==> config.mk <==
export PLATFORM = sky130hd
export DESIGN_NAME = rgb565_hsl_color_classifier_top_flat
export DESIGN_NICKNAME = d
export VERILOG_FILES = /design/src/rhcc_pkg.sv /design/src/rhcc_if.sv /design/src/rhcc_front.sv /design/src/rhcc_div_stage.sv /design/src/rhcc_classify.sv /design/src/rgb565_hsl_color_classifier_top.sv /design/src/flat_wrapper.sv
export SDC_FILE = /design/constraint.sdc
export NUM_CORES = 1
export LEC_CHECK = 0
export BUFFER_PORTS_ARGS = -buffer_cell sky130_fd_sc_hd__clkbuf_2
export CAP_MARGIN = 20
export CORE_MARGIN = 2
export CORE_UTILIZATION = 66
export CTS_CLUSTER_DIAMETER = 50
export DETAILED_ROUTE_END_ITERATION = 16
export PLACE_DENSITY_LB_ADDON = 0.1
export SYNTH_ARGS = -nofsm -noshare
export SYNTH_HDL_FRONTEND = slang
export SYNTH_HIERARCHICAL = 1
export SYNTH_SLANG_ARGS = --single-unit
==> constraint.sdc <==
create_clock -name clk -period 8.8 [get_ports clk]
set_input_delay 0.44 -clock clk [delete_from_list [all_inputs] [get_ports clk]]
set_output_delay 0.44 -clock clk [all_outputs]
set_load 0.1 [all_outputs]
==> src/rhcc_pkg.sv <==
// ----------------------------------------------------------------------------
// rhcc_pkg
// Types and constants shared by the RGB565 HSL color classifier.
// ----------------------------------------------------------------------------
package rhcc_pkg;

	localparam int NUM_STAGES = 8;

	// register indexes on the configuration channel
	localparam logic [2:0] REG_DARK_LIMIT   = 3'd0;
	localparam logic [2:0] REG_BRIGHT_LIMIT = 3'd1;
	localparam logic [2:0] REG_GRAY_LIMIT   = 3'd2;
	localparam logic [2:0] REG_YELLOW_START = 3'd3;
	localparam logic [2:0] REG_GREEN_START  = 3'd4;
	localparam logic [2:0] REG_GREEN_END    = 3'd5;
	localparam logic [2:0] REG_BLUE_START   = 3'd6;
	localparam logic [2:0] REG_BLUE_END     = 3'd7;

	localparam logic [7:0] RST_DARK_LIMIT   = 8'd45;
	localparam logic [7:0] RST_BRIGHT_LIMIT = 8'd120;
	localparam logic [7:0] RST_GRAY_LIMIT   = 8'd20;
	localparam logic [7:0] RST_YELLOW_START = 8'd35;
	localparam logic [7:0] RST_GREEN_START  = 8'd50;
	localparam logic [7:0] RST_GREEN_END    = 8'd90;
	localparam logic [7:0] RST_BLUE_START   = 8'd130;
	localparam logic [7:0] RST_BLUE_END     = 8'd180;

	localparam logic [7:0] HSL_MAX      = 8'd240;
	localparam logic [7:0] HALF_LIGHT   = 8'd120;
	localparam logic [7:0] HUE_RED_WRAP = 8'd220;
	localparam logic [7:0] HUE_BASE_RED  = 8'd0;
	localparam logic [7:0] HUE_BASE_GRN  = 8'd80;
	localparam logic [7:0] HUE_BASE_BLU  = 8'd160;
	localparam logic [7:0] HUE_BASE_WRAP = 8'd240;
	localparam logic [8:0] SUM_TOP      = 9'd510;
	// lightness = sum*240/510 = (sum*482) >> 10, exact for sum <= 510
	localparam logic [8:0] LIGHT_RECIP  = 9'd482;
	localparam int         LIGHT_SHIFT  = 10;

	typedef enum logic [2:0] {
		CLS_UNKNOWN = 3'd0,
		CLS_WHITE   = 3'd1,
		CLS_BLACK   = 3'd2,
		CLS_GRAY    = 3'd3,
		CLS_RED     = 3'd4,
		CLS_YELLOW  = 3'd5,
		CLS_GREEN   = 3'd6,
		CLS_BLUE    = 3'd7
	} color_class_t;

	typedef struct packed {
		logic [7:0] dark_limit;
		logic [7:0] bright_limit;
		logic [7:0] gray_limit;
		logic [7:0] yellow_start;
		logic [7:0] green_start;
		logic [7:0] green_end;
		logic [7:0] blue_start;
		logic [7:0] blue_end;
	} cfg_t;

	// first stage: extremes and hue sector
	typedef struct packed {
		logic [7:0] mx;
		logic [7:0] mn;
		logic [7:0] diff_mag;
		logic       neg;
		logic [7:0] base;
	} front_t;

	// carried through the divider stages
	typedef struct packed {
		logic [15:0] hue_rem;
		logic [15:0] hue_den;
		logic [7:0]  hue_q;
		logic [15:0] sat_rem;
		logic [15:0] sat_den;
		logic [7:0]  sat_q;
		logic        neg;
		logic [7:0]  base;
		logic        zero_h;
		logic        zero_s;
		logic [7:0]  light;
	} div_t;

	typedef struct packed {
		logic [7:0] hue;
		logic [7:0] sat;
		logic [7:0] light;
	} hsl_t;

endpackage

==> src/rhcc_if.sv <==
// ----------------------------------------------------------------------------
// rhcc_if
// Stream channels of the color classifier: pixels, results, configuration.
// ----------------------------------------------------------------------------
interface rhcc_pixel_if;
	logic        valid;
	logic        ready;
	logic [15:0] pixel;
	modport source (output valid, output pixel, input ready);
	modport sink (input valid, input pixel, output ready);
endinterface

interface rhcc_result_if;
	logic       valid;
	logic       ready;
	logic [2:0] color_class;
	logic [7:0] hue;
	logic [7:0] saturation;
	logic [7:0] lightness;
	modport source (output valid, output color_class, output hue, output saturation,
		output lightness, input ready);
	modport sink (input valid, input color_class, input hue, input saturation,
		input lightness, output ready);
endinterface

interface rhcc_cfg_if;
	logic       valid;
	logic       ready;
	logic [2:0] index;
	logic [7:0] data;
	modport source (output valid, output index, output data, input ready);
	modport sink (input valid, input index, input data, output ready);
endinterface

==> src/rhcc_front.sv <==
// ----------------------------------------------------------------------------
// rhcc_front
// Channel expansion, extremes, lightness and divider operands (two stages).
// ----------------------------------------------------------------------------
module rhcc_front (
	input  logic           clk,
	input  logic           en_s1,
	input  logic           en_s2,
	input  logic [15:0]    pixel,
	output rhcc_pkg::div_t div_s2
);

	logic [7:0] r8, g8, b8, mx, mn;
	rhcc_pkg::front_t front_c, front_s1;
	rhcc_pkg::div_t   div_c;
	logic [7:0]  d;
	logic [8:0]  sum, den;
	logic [17:0] light_prod;
	logic [7:0]  light;
	logic [15:0] hue_num, sat_num;

	always_comb begin
		r8 = {pixel[15:11], 3'b000};
		g8 = {pixel[10:5], 2'b00};
		b8 = {pixel[4:0], 3'b000};
		mx = r8;
		if (g8 > mx) mx = g8;
		if (b8 > mx) mx = b8;
		mn = r8;
		if (g8 < mn) mn = g8;
		if (b8 < mn) mn = b8;
		front_c.mx = mx;
		front_c.mn = mn;
		// sector order: red first, then green, then blue
		if (mx == r8) begin
			front_c.neg      = g8 < b8;
			front_c.diff_mag = (g8 >= b8) ? g8 - b8 : b8 - g8;
			front_c.base     = (g8 >= b8) ? rhcc_pkg::HUE_BASE_RED : rhcc_pkg::HUE_BASE_WRAP;
		end else if (mx == g8) begin
			front_c.neg      = b8 < r8;
			front_c.diff_mag = (b8 >= r8) ? b8 - r8 : r8 - b8;
			front_c.base     = rhcc_pkg::HUE_BASE_GRN;
		end else begin
			front_c.neg      = r8 < g8;
			front_c.diff_mag = (r8 >= g8) ? r8 - g8 : g8 - r8;
			front_c.base     = rhcc_pkg::HUE_BASE_BLU;
		end
	end

	always_ff @(posedge clk) begin
		if (en_s1) front_s1 <= front_c;
	end

	always_comb begin
		d          = front_s1.mx - front_s1.mn;
		sum        = {1'b0, front_s1.mx} + {1'b0, front_s1.mn};
		light_prod = {9'd0, sum} * {9'd0, rhcc_pkg::LIGHT_RECIP};
		light      = light_prod[rhcc_pkg::LIGHT_SHIFT +: 8];
		// 40*x and 240*x as shift-adds
		hue_num    = {3'd0, front_s1.diff_mag, 5'd0} + {5'd0, front_s1.diff_mag, 3'd0};
		sat_num    = {d, 8'd0} - {4'd0, d, 4'd0};
		den        = (light <= rhcc_pkg::HALF_LIGHT) ? sum : rhcc_pkg::SUM_TOP - sum;
		div_c.hue_rem = hue_num;
		div_c.hue_den = {1'b0, d, 7'd0};
		div_c.hue_q   = 8'd0;
		div_c.sat_rem = sat_num;
		div_c.sat_den = {den, 7'd0};
		div_c.sat_q   = 8'd0;
		div_c.neg     = front_s1.neg;
		div_c.base    = front_s1.base;
		div_c.zero_h  = d == 8'd0;
		div_c.zero_s  = (d == 8'd0) || (light == 8'd0) || (den == 9'd0);
		div_c.light   = light;
	end

	always_ff @(posedge clk) begin
		if (en_s2) div_s2 <= div_c;
	end

endmodule

==> src/rhcc_div_stage.sv <==
// ----------------------------------------------------------------------------
// rhcc_div_stage
// Two restoring division steps for the hue and saturation lanes.
// ----------------------------------------------------------------------------
module rhcc_div_stage (
	input  logic           clk,
	input  logic           en,
	input  rhcc_pkg::div_t div_in,
	output rhcc_pkg::div_t div_out
);

	rhcc_pkg::div_t cur;

	// divisor is kept pre-shifted and moves right one bit per quotient bit
	always_comb begin
		cur = div_in;
		for (int i = 0; i < 2; i++) begin
			if (cur.hue_rem >= cur.hue_den) begin
				cur.hue_rem = cur.hue_rem - cur.hue_den;
				cur.hue_q   = {cur.hue_q[6:0], 1'b1};
			end else begin
				cur.hue_q   = {cur.hue_q[6:0], 1'b0};
			end
			if (cur.sat_rem >= cur.sat_den) begin
				cur.sat_rem = cur.sat_rem - cur.sat_den;
				cur.sat_q   = {cur.sat_q[6:0], 1'b1};
			end else begin
				cur.sat_q   = {cur.sat_q[6:0], 1'b0};
			end
			cur.hue_den = {1'b0, cur.hue_den[15:1]};
			cur.sat_den = {1'b0, cur.sat_den[15:1]};
		end
	end

	always_ff @(posedge clk) begin
		if (en) div_out <= cur;
	end

endmodule

==> src/rhcc_classify.sv <==
// ----------------------------------------------------------------------------
// rhcc_classify
// Hue and saturation finish with clamping, then threshold classification.
// ----------------------------------------------------------------------------
module rhcc_classify (
	input  logic                 clk,
	input  logic                 en_s7,
	input  logic                 en_s8,
	input  rhcc_pkg::div_t       div_in,
	input  rhcc_pkg::cfg_t       cfg,
	output rhcc_pkg::hsl_t       hsl_s8,
	output rhcc_pkg::color_class_t class_s8
);

	rhcc_pkg::hsl_t hsl_c, hsl_s7;
	rhcc_pkg::color_class_t class_c;
	logic [8:0] hue_sum;

	always_comb begin
		hue_sum = {1'b0, div_in.base} + {1'b0, div_in.hue_q};
		if (div_in.zero_h) begin
			hsl_c.hue = 8'd0;
		end else if (div_in.neg) begin
			hsl_c.hue = (div_in.hue_q > div_in.base) ? 8'd0 : div_in.base - div_in.hue_q;
		end else begin
			hsl_c.hue = (hue_sum > {1'b0, rhcc_pkg::HSL_MAX}) ? rhcc_pkg::HSL_MAX
				: hue_sum[7:0];
		end
		if (div_in.zero_s) begin
			hsl_c.sat = 8'd0;
		end else begin
			hsl_c.sat = (div_in.sat_q > rhcc_pkg::HSL_MAX) ? rhcc_pkg::HSL_MAX : div_in.sat_q;
		end
		hsl_c.light = div_in.light;
	end

	always_ff @(posedge clk) begin
		if (en_s7) hsl_s7 <= hsl_c;
	end

	// hue bands: later bands override earlier ones
	always_comb begin
		class_c = rhcc_pkg::CLS_UNKNOWN;
		if (hsl_s7.light >= cfg.bright_limit) begin
			class_c = rhcc_pkg::CLS_WHITE;
		end else if (hsl_s7.light <= cfg.dark_limit) begin
			class_c = rhcc_pkg::CLS_BLACK;
		end else if (hsl_s7.sat <= cfg.gray_limit) begin
			class_c = rhcc_pkg::CLS_GRAY;
		end else begin
			if (hsl_s7.hue < cfg.yellow_start || hsl_s7.hue > rhcc_pkg::HUE_RED_WRAP)
				class_c = rhcc_pkg::CLS_RED;
			if (hsl_s7.hue >= cfg.yellow_start && hsl_s7.hue < cfg.green_start)
				class_c = rhcc_pkg::CLS_YELLOW;
			if (hsl_s7.hue >= cfg.green_start && hsl_s7.hue < cfg.green_end)
				class_c = rhcc_pkg::CLS_GREEN;
			if (hsl_s7.hue >= cfg.blue_start && hsl_s7.hue < cfg.blue_end)
				class_c = rhcc_pkg::CLS_BLUE;
		end
	end

	always_ff @(posedge clk) begin
		if (en_s8) begin
			hsl_s8   <= hsl_s7;
			class_s8 <= class_c;
		end
	end

endmodule

==> src/rgb565_hsl_color_classifier_top.sv <==
// ----------------------------------------------------------------------------
// rgb565_hsl_color_classifier_top
// RGB565 pixel to HSL conversion and color classification, fully pipelined.
// ----------------------------------------------------------------------------
// usage:
//   pixels  : valid/ready stream of 16-bit RGB565 pixels
//   results : valid/ready stream, one result per pixel, in pixel order:
//             color_class, hue, saturation, lightness (0..240 each)
//   cfg     : valid/ready write channel, index 0..7 selects one of the eight
//             thresholds; always ready, write only while the pipe is empty
// timing:
//   eight register stages from accept to result valid; throughput one
//   pixel per cycle unless a held result fills the pipe; the two divisions
//   run as restoring dividers over four stages at two quotient bits per stage
// reset:
//   arst_n clears all stage valid bits and loads the default thresholds
// stall:
//   each stage loads whenever it or any later stage has room, so a held
//   result only blocks input once every stage is occupied
// ----------------------------------------------------------------------------
module rgb565_hsl_color_classifier_top (
	input  logic         clk,
	input  logic         arst_n,
	rhcc_pixel_if.sink   pixels,
	rhcc_result_if.source results,
	rhcc_cfg_if.sink     cfg
);

	localparam int N = rhcc_pkg::NUM_STAGES;

	logic [N-1:0] valid_q;
	logic [N-1:0] load;
	rhcc_pkg::cfg_t cfg_q;
	rhcc_pkg::div_t div_s2, div_s3, div_s4, div_s5, div_s6;
	rhcc_pkg::hsl_t hsl_s8;
	rhcc_pkg::color_class_t class_s8;

	always_comb begin
		load[N-1] = !valid_q[N-1] || results.ready;
		for (int k = N - 2; k >= 0; k--) begin
			load[k] = !valid_q[k] || load[k+1];
		end
	end

	always_ff @(posedge clk or negedge arst_n) begin
		if (!arst_n) begin
			valid_q <= '0;
		end else begin
			if (load[0]) valid_q[0] <= pixels.valid;
			for (int k = 1; k < N; k++) begin
				if (load[k]) valid_q[k] <= valid_q[k-1];
			end
		end
	end

	assign pixels.ready = load[0];
	assign cfg.ready    = 1'b1;

	always_ff @(posedge clk or negedge arst_n) begin
		if (!arst_n) begin
			cfg_q.dark_limit   <= rhcc_pkg::RST_DARK_LIMIT;
			cfg_q.bright_limit <= rhcc_pkg::RST_BRIGHT_LIMIT;
			cfg_q.gray_limit   <= rhcc_pkg::RST_GRAY_LIMIT;
			cfg_q.yellow_start <= rhcc_pkg::RST_YELLOW_START;
			cfg_q.green_start  <= rhcc_pkg::RST_GREEN_START;
			cfg_q.green_end    <= rhcc_pkg::RST_GREEN_END;
			cfg_q.blue_start   <= rhcc_pkg::RST_BLUE_START;
			cfg_q.blue_end     <= rhcc_pkg::RST_BLUE_END;
		end else if (cfg.valid) begin
			unique case (cfg.index)
				rhcc_pkg::REG_DARK_LIMIT:   cfg_q.dark_limit   <= cfg.data;
				rhcc_pkg::REG_BRIGHT_LIMIT: cfg_q.bright_limit <= cfg.data;
				rhcc_pkg::REG_GRAY_LIMIT:   cfg_q.gray_limit   <= cfg.data;
				rhcc_pkg::REG_YELLOW_START: cfg_q.yellow_start <= cfg.data;
				rhcc_pkg::REG_GREEN_START:  cfg_q.green_start  <= cfg.data;
				rhcc_pkg::REG_GREEN_END:    cfg_q.green_end    <= cfg.data;
				rhcc_pkg::REG_BLUE_START:   cfg_q.blue_start   <= cfg.data;
				rhcc_pkg::REG_BLUE_END:     cfg_q.blue_end     <= cfg.data;
				default: begin
				end
			endcase
		end
	end

	rhcc_front u_front (
		.clk    (clk),
		.en_s1  (load[0]),
		.en_s2  (load[1]),
		.pixel  (pixels.pixel),
		.div_s2 (div_s2)
	);

	rhcc_div_stage u_div3 (.clk(clk), .en(load[2]), .div_in(div_s2), .div_out(div_s3));
	rhcc_div_stage u_div4 (.clk(clk), .en(load[3]), .div_in(div_s3), .div_out(div_s4));
	rhcc_div_stage u_div5 (.clk(clk), .en(load[4]), .div_in(div_s4), .div_out(div_s5));
	rhcc_div_stage u_div6 (.clk(clk), .en(load[5]), .div_in(div_s5), .div_out(div_s6));

	rhcc_classify u_classify (
		.clk      (clk),
		.en_s7    (load[6]),
		.en_s8    (load[7]),
		.div_in   (div_s6),
		.cfg      (cfg_q),
		.hsl_s8   (hsl_s8),
		.class_s8 (class_s8)
	);

	assign results.valid       = valid_q[N-1];
	assign results.color_class = class_s8;
	assign results.hue         = hsl_s8.hue;
	assign results.saturation  = hsl_s8.sat;
	assign results.lightness   = hsl_s8.light;

endmodule

==> src/flat_wrapper.sv <==
// flat-port wrapper written by rule: the top's interface ports become plain ports
module rgb565_hsl_color_classifier_top_flat 
  (clk, arst_n, pixels_valid, pixels_pixel, pixels_ready, results_valid, results_color_class, results_hue, results_saturation, results_lightness, results_ready, cfg_valid, cfg_index, cfg_data, cfg_ready);
  rhcc_pixel_if pixels_i ();
  rhcc_result_if results_i ();
  rhcc_cfg_if cfg_i ();
  input  logic clk;
  input  logic arst_n;
  input wire logic [$bits(pixels_i.valid)-1:0] pixels_valid;
  input wire logic [$bits(pixels_i.pixel)-1:0] pixels_pixel;
  output wire logic [$bits(pixels_i.ready)-1:0] pixels_ready;
  output wire logic [$bits(results_i.valid)-1:0] results_valid;
  output wire logic [$bits(results_i.color_class)-1:0] results_color_class;
  output wire logic [$bits(results_i.hue)-1:0] results_hue;
  output wire logic [$bits(results_i.saturation)-1:0] results_saturation;
  output wire logic [$bits(results_i.lightness)-1:0] results_lightness;
  input wire logic [$bits(results_i.ready)-1:0] results_ready;
  input wire logic [$bits(cfg_i.valid)-1:0] cfg_valid;
  input wire logic [$bits(cfg_i.index)-1:0] cfg_index;
  input wire logic [$bits(cfg_i.data)-1:0] cfg_data;
  output wire logic [$bits(cfg_i.ready)-1:0] cfg_ready;
  assign pixels_i.valid = pixels_valid;
  assign pixels_i.pixel = pixels_pixel;
  assign pixels_ready = pixels_i.ready;
  assign results_valid = results_i.valid;
  assign results_color_class = results_i.color_class;
  assign results_hue = results_i.hue;
  assign results_saturation = results_i.saturation;
  assign results_lightness = results_i.lightness;
  assign results_i.ready = results_ready;
  assign cfg_i.valid = cfg_valid;
  assign cfg_i.index = cfg_index;
  assign cfg_i.data = cfg_data;
  assign cfg_ready = cfg_i.ready;
  rgb565_hsl_color_classifier_top u_core (.clk(clk), .arst_n(arst_n), .pixels(pixels_i), .results(results_i), .cfg(cfg_i));
endmodule
==> report_table.html <==
<table>
<tr><th>Metric</th><th>Value</th></tr>
<tr><th colspan="2">Route</th></tr>
<tr><td>Vias</td><td>26500</td></tr>
<tr><td>Final routed DRC violation total</td><td>0</td></tr>
<tr><td>Avg WL per Cell</td><td>19.1 µm</td></tr>
<tr><td>Overall routed net length</td><td>82.4 mm</td></tr>
<tr><td>Initial DRC Count</td><td>1839</td></tr>
<tr><td>Total iterations of the first detailed-routing run</td><td>6</td></tr>
<tr><td>Average vias per placed instance</td><td>6.15</td></tr>
<tr><td>Antenna Nets Post-Route</td><td>0</td></tr>
<tr><th colspan="2">Worst setup path</th></tr>
<tr><td>Critical-path maximum fanout</td><td>8</td></tr>
<tr><td>Setup CP Type</td><td>reg -&gt; reg</td></tr>
<tr><td>Delay of the slowest cell on the worst path</td><td>0.57 ns</td></tr>
<tr><td>Data arrival at the endpoint of the critical path</td><td>7.57 ns</td></tr>
<tr><td>Cell family with the largest share of critical-path delay</td><td>adder cells</td></tr>
<tr><td>Max stage delay cell, worst path</td><td>sky130_fd_sc_hd__fa_1</td></tr>
<tr><td>Category of the worst setup path launch point</td><td>flop</td></tr>
<tr><td>Worst Path Required</td><td>9.26 ns</td></tr>
<tr><td>Buffers &amp; Inverters on Critical Path</td><td>2</td></tr>
<tr><td>CP endpoint kind</td><td>flop</td></tr>
<tr><th colspan="2">STA</th></tr>
<tr><td>Max_slew headroom</td><td>0.345</td></tr>
<tr><td>Fmax</td><td>141 MHz</td></tr>
<tr><td>Post-Route Setup TNS</td><td>0 ns</td></tr>
<tr><td>Final clock skew</td><td>0.0580 ns</td></tr>
<tr><td>Worst Max-Slew Pin Slew</td><td>0.983 ns</td></tr>
<tr><td>Max-slew violation total from the final report</td><td>0</td></tr>
<tr><td>RSZ-0062 raised after global routing</td><td>false</td></tr>
<tr><td>Final period util</td><td>0.808</td></tr>
<tr><td>WHS</td><td>-0.00263 ns</td></tr>
<tr><td>Fin. Hold Viols</td><td>5</td></tr>
<tr><td>Time the worst path needs with I/O delays and setup</td><td>7.11 ns</td></tr>
<tr><td>Total setup violations reported at the end of the flow</td><td>0</td></tr>
<tr><th colspan="2">Global routing</th></tr>
<tr><td>Overall overflow remaining after global route</td><td>0</td></tr>
<tr><td>Global-route wire length before repair</td><td>133 mm</td></tr>
<tr><td>Maximum number of pins on one net before global-route repair</td><td>87</td></tr>
<tr><td>Overall fraction of global-route tracks in use</td><td>0.287</td></tr>
<tr><td>Via count of the first global-routing pass</td><td>26600</td></tr>
<tr><td>Initial antenna violation count</td><td>0</td></tr>
<tr><th colspan="2">Run status</th></tr>
<tr><td>Failing checks</td><td>hold timing</td></tr>
<tr><td>Result of the run</td><td>complete, but fails checks</td></tr>
<tr><th colspan="2">Place</th></tr>
<tr><td>Dpl hpwl</td><td>63.3 mm</td></tr>
<tr><td>Buffers on Ports</td><td>60</td></tr>
<tr><td>Global placer's final weighted congestion</td><td>0.940</td></tr>
<tr><th colspan="2">Clock network</th></tr>
<tr><td>Total clock sinks</td><td>485</td></tr>
<tr><td>CTS tree</td><td>built</td></tr>
<tr><td>Number of buffers inserted during clock tree synthesis</td><td>56</td></tr>
<tr><td>Number of buffers between clock root and the deepest sink</td><td>3</td></tr>
<tr><td>Clock slew seen by the registers of the worst setup and hold paths</td><td>0.06 ns</td></tr>
<tr><td>Number of levels the H-tree was split into</td><td>2</td></tr>
<tr><td>Post CTS Setup Buffer Count</td><td>0</td></tr>
<tr><td>Clock latency on the worst-skew pair</td><td>0.64 ns</td></tr>
<tr><td>CTS root buf</td><td>sky130_fd_sc_hd__clkbuf_16</td></tr>
<tr><th colspan="2">Logic synthesis</th></tr>
<tr><td>Synthesis Warnings</td><td>6</td></tr>
<tr><td>Gate count after technology mapping</td><td>3445</td></tr>
<tr><td>Mean post-synth cell area</td><td>10.6 µm²</td></tr>
<tr><td>Cell area after synthesis</td><td>36600 µm²</td></tr>
<tr><th colspan="2">Floorplanning</th></tr>
<tr><td>Boundary pin count</td><td>62</td></tr>
<tr><td>Vertical die dimension</td><td>240 µm</td></tr>
<tr><td>Num rows</td><td>86</td></tr>
<tr><td>Total Die Area</td><td>57400 µm²</td></tr>
<tr><td>X dimension of the die</td><td>240 µm</td></tr>
<tr><td>Effective utilization at floorplan</td><td>0.666</td></tr>
<tr><td>Placeable core area</td><td>55000 µm²</td></tr>
<tr><th colspan="2">Final layout</th></tr>
<tr><td>Number of filler instances in the final layout</td><td>3903</td></tr>
<tr><td>Diodes inserted</td><td>0</td></tr>
<tr><td>Number of nets at the end of the flow</td><td>3994</td></tr>
<tr><td>Fraction of layout cells with a size suffix above 1</td><td>0.141</td></tr>
<tr><td>Syn-to-layout area delta</td><td>7.68%</td></tr>
<tr><th colspan="2">Worst hold path</th></tr>
<tr><td>Kind of path behind the tightest hold check</td><td>in -&gt; async</td></tr>
<tr><th colspan="2">Job</th></tr>
<tr><td>Max-cap violation count</td><td>0</td></tr>
</table>
[routing by layer]
layer	global-route usage	up-vias	part of all wire
met1	0.365	12700	0.43
met2	0.494	799	0.48
met3	0.0345	209	0.045
met4	0.125	0	0.045
li1	-	12800	-
met5	0	-	0
[path summary, 6_finish.rpt]
path                                                       start                                  end  slack [ns]  depth (start not counted)
setup / recovery           u_core/u_front/front_s1[28]$_DFFE_PP_   u_core/u_front/div_s2[8]$_DFFE_PP_        1.69                         25
hold / removal                                            arst_n         u_core/cfg_q[49]$_DFFE_PN0P_      -0.003                          2
setup reg to reg           u_core/u_front/front_s1[28]$_DFFE_PP_   u_core/u_front/div_s2[8]$_DFFE_PP_        1.69                         25
hold reg to reg              u_core/u_div4/div_out[12]$_DFFE_PP_  u_core/u_div5/div_out[12]$_DFFE_PP_        0.39                          0
max in group asynchronous                                 arst_n         u_core/cfg_q[40]$_DFFE_PN0P_        8.18                          2
min in group clk                                     cfg_data[3]         u_core/cfg_q[43]$_DFFE_PN0P_        0.25                          2
[stage by stage]
step | instance area [µm²] | utilization | std cells | hold slack [ns] | setup WS [ns]
4_1_cts | 39300 | 0.715 | 4306 | 0.0156 | 1.79
2_1_floorplan | 36800 | - | 3488 | 0.144 | 2.61
3_3_place_gp | 37400 | 0.680 | 4202 | 0.401 | 2.09
3_5_place_dp | 37400 | 0.680 | 4202 | 0.405 | 1.90
5_1_grt | 39400 | 0.717 | 4310 | 0.0782 | 1.39
6_report | 39400 | 0.717 | 4310 | -0.00263 | 1.69
[repair_timing]
action	4_1_cts	5_1_grt
gates resized for setup	0	0
hold endpoints to repair	1	0
hold buffers	1	0
[cells in the final DEF, fill, tap and decap left out, types with 14 or more instances in the layout]
cell type / count
sky130_fd_sc_hd__edfxtp_1: 413
sky130_fd_sc_hd__ha_1: 412
sky130_fd_sc_hd__inv_1: 310
sky130_fd_sc_hd__a21oi_1: 253
sky130_fd_sc_hd__nor2_1: 217
sky130_fd_sc_hd__nand2_1: 188
sky130_fd_sc_hd__o21ai_0: 172
sky130_fd_sc_hd__mux2_2: 165
sky130_fd_sc_hd__xnor2_1: 145
sky130_fd_sc_hd__a21o_1: 85
sky130_fd_sc_hd__xor2_1: 71
sky130_fd_sc_hd__clkbuf_2: 59
sky130_fd_sc_hd__clkbuf_16: 58
sky130_fd_sc_hd__nor3_1: 55
sky130_fd_sc_hd__o21a_1: 50
sky130_fd_sc_hd__conb_1: 48
sky130_fd_sc_hd__dfrtp_1: 46
sky130_fd_sc_hd__nand4_1: 40
sky130_fd_sc_hd__nor2b_1: 40
sky130_fd_sc_hd__mux2i_1: 40
sky130_fd_sc_hd__nand3_1: 34
sky130_fd_sc_hd__nand2b_1: 33
sky130_fd_sc_hd__mux2_4: 33
sky130_fd_sc_hd__fa_1: 33
sky130_fd_sc_hd__a211oi_1: 29
sky130_fd_sc_hd__dfstp_2: 26
sky130_fd_sc_hd__o211ai_1: 26
sky130_fd_sc_hd__a31oi_1: 26
sky130_fd_sc_hd__and3_1: 23
sky130_fd_sc_hd__o31ai_1: 22
sky130_fd_sc_hd__buf_4: 19
sky130_fd_sc_hd__a211o_1: 18
sky130_fd_sc_hd__o21bai_1: 17
sky130_fd_sc_hd__and4_1: 15
sky130_fd_sc_hd__or3_1: 14
[sequential cells by signal, indices dropped and copies added (netlist names), 8 cells and up]
name	count
u_core/u_div5/div_out	91
u_core/u_div4/div_out	87
u_core/u_div3/div_out	83
u_core/cfg_q	64
u_core/u_front/div_s2	45
u_core/u_div6/div_out	35
u_core/u_classify/hsl_s7	24
u_core/u_classify/hsl_s8	24
u_core/u_front/front_s1	18
u_core/valid_q	8
[cell type report]
type,count,area [µm²],area share
timing repair buffer,84,539,0.0137
multi-input combinational,2577,20600,0.523
tap,748,936,0.0237
clock buffer,75,1580,0.0402
inverter,313,1170,0.0298
clock inverter,28,340,0.00863
sequential,485,14200,0.361
[worst reg2reg max path, stage by stage, from the launching register on]
cell and delay, ns:
sky130_fd_sc_hd__edfxtp_1 0.44, sky130_fd_sc_hd__ha_1 0.35, sky130_fd_sc_hd__nand2b_1 0.17, sky130_fd_sc_hd__and2_1 0.17, sky130_fd_sc_hd__xnor2_1 0.27, sky130_fd_sc_hd__inv_1 0.21, sky130_fd_sc_hd__fa_1 0.56, sky130_fd_sc_hd__fa_1 0.57
sky130_fd_sc_hd__ha_1 0.22, sky130_fd_sc_hd__inv_1 0.11, sky130_fd_sc_hd__nor2_1 0.07, sky130_fd_sc_hd__and3_2 0.23, sky130_fd_sc_hd__fa_1 0.46, sky130_fd_sc_hd__a21oi_1 0.20, sky130_fd_sc_hd__o21ai_0 0.17, sky130_fd_sc_hd__or3_1 0.36
sky130_fd_sc_hd__a21o_1 0.21, sky130_fd_sc_hd__a21oi_1 0.19, sky130_fd_sc_hd__xnor2_1 0.23, sky130_fd_sc_hd__a41oi_4 0.46, sky130_fd_sc_hd__ha_1 0.24, sky130_fd_sc_hd__and4_1 0.19, sky130_fd_sc_hd__nand3_1 0.15, sky130_fd_sc_hd__a311o_1 0.38
sky130_fd_sc_hd__and3_1 0.19, sky130_fd_sc_hd__o21ai_1 0.16
Power is not shown: default switching activity piles up to over one toggle a cycle in this logic, so the estimate is an artifact.
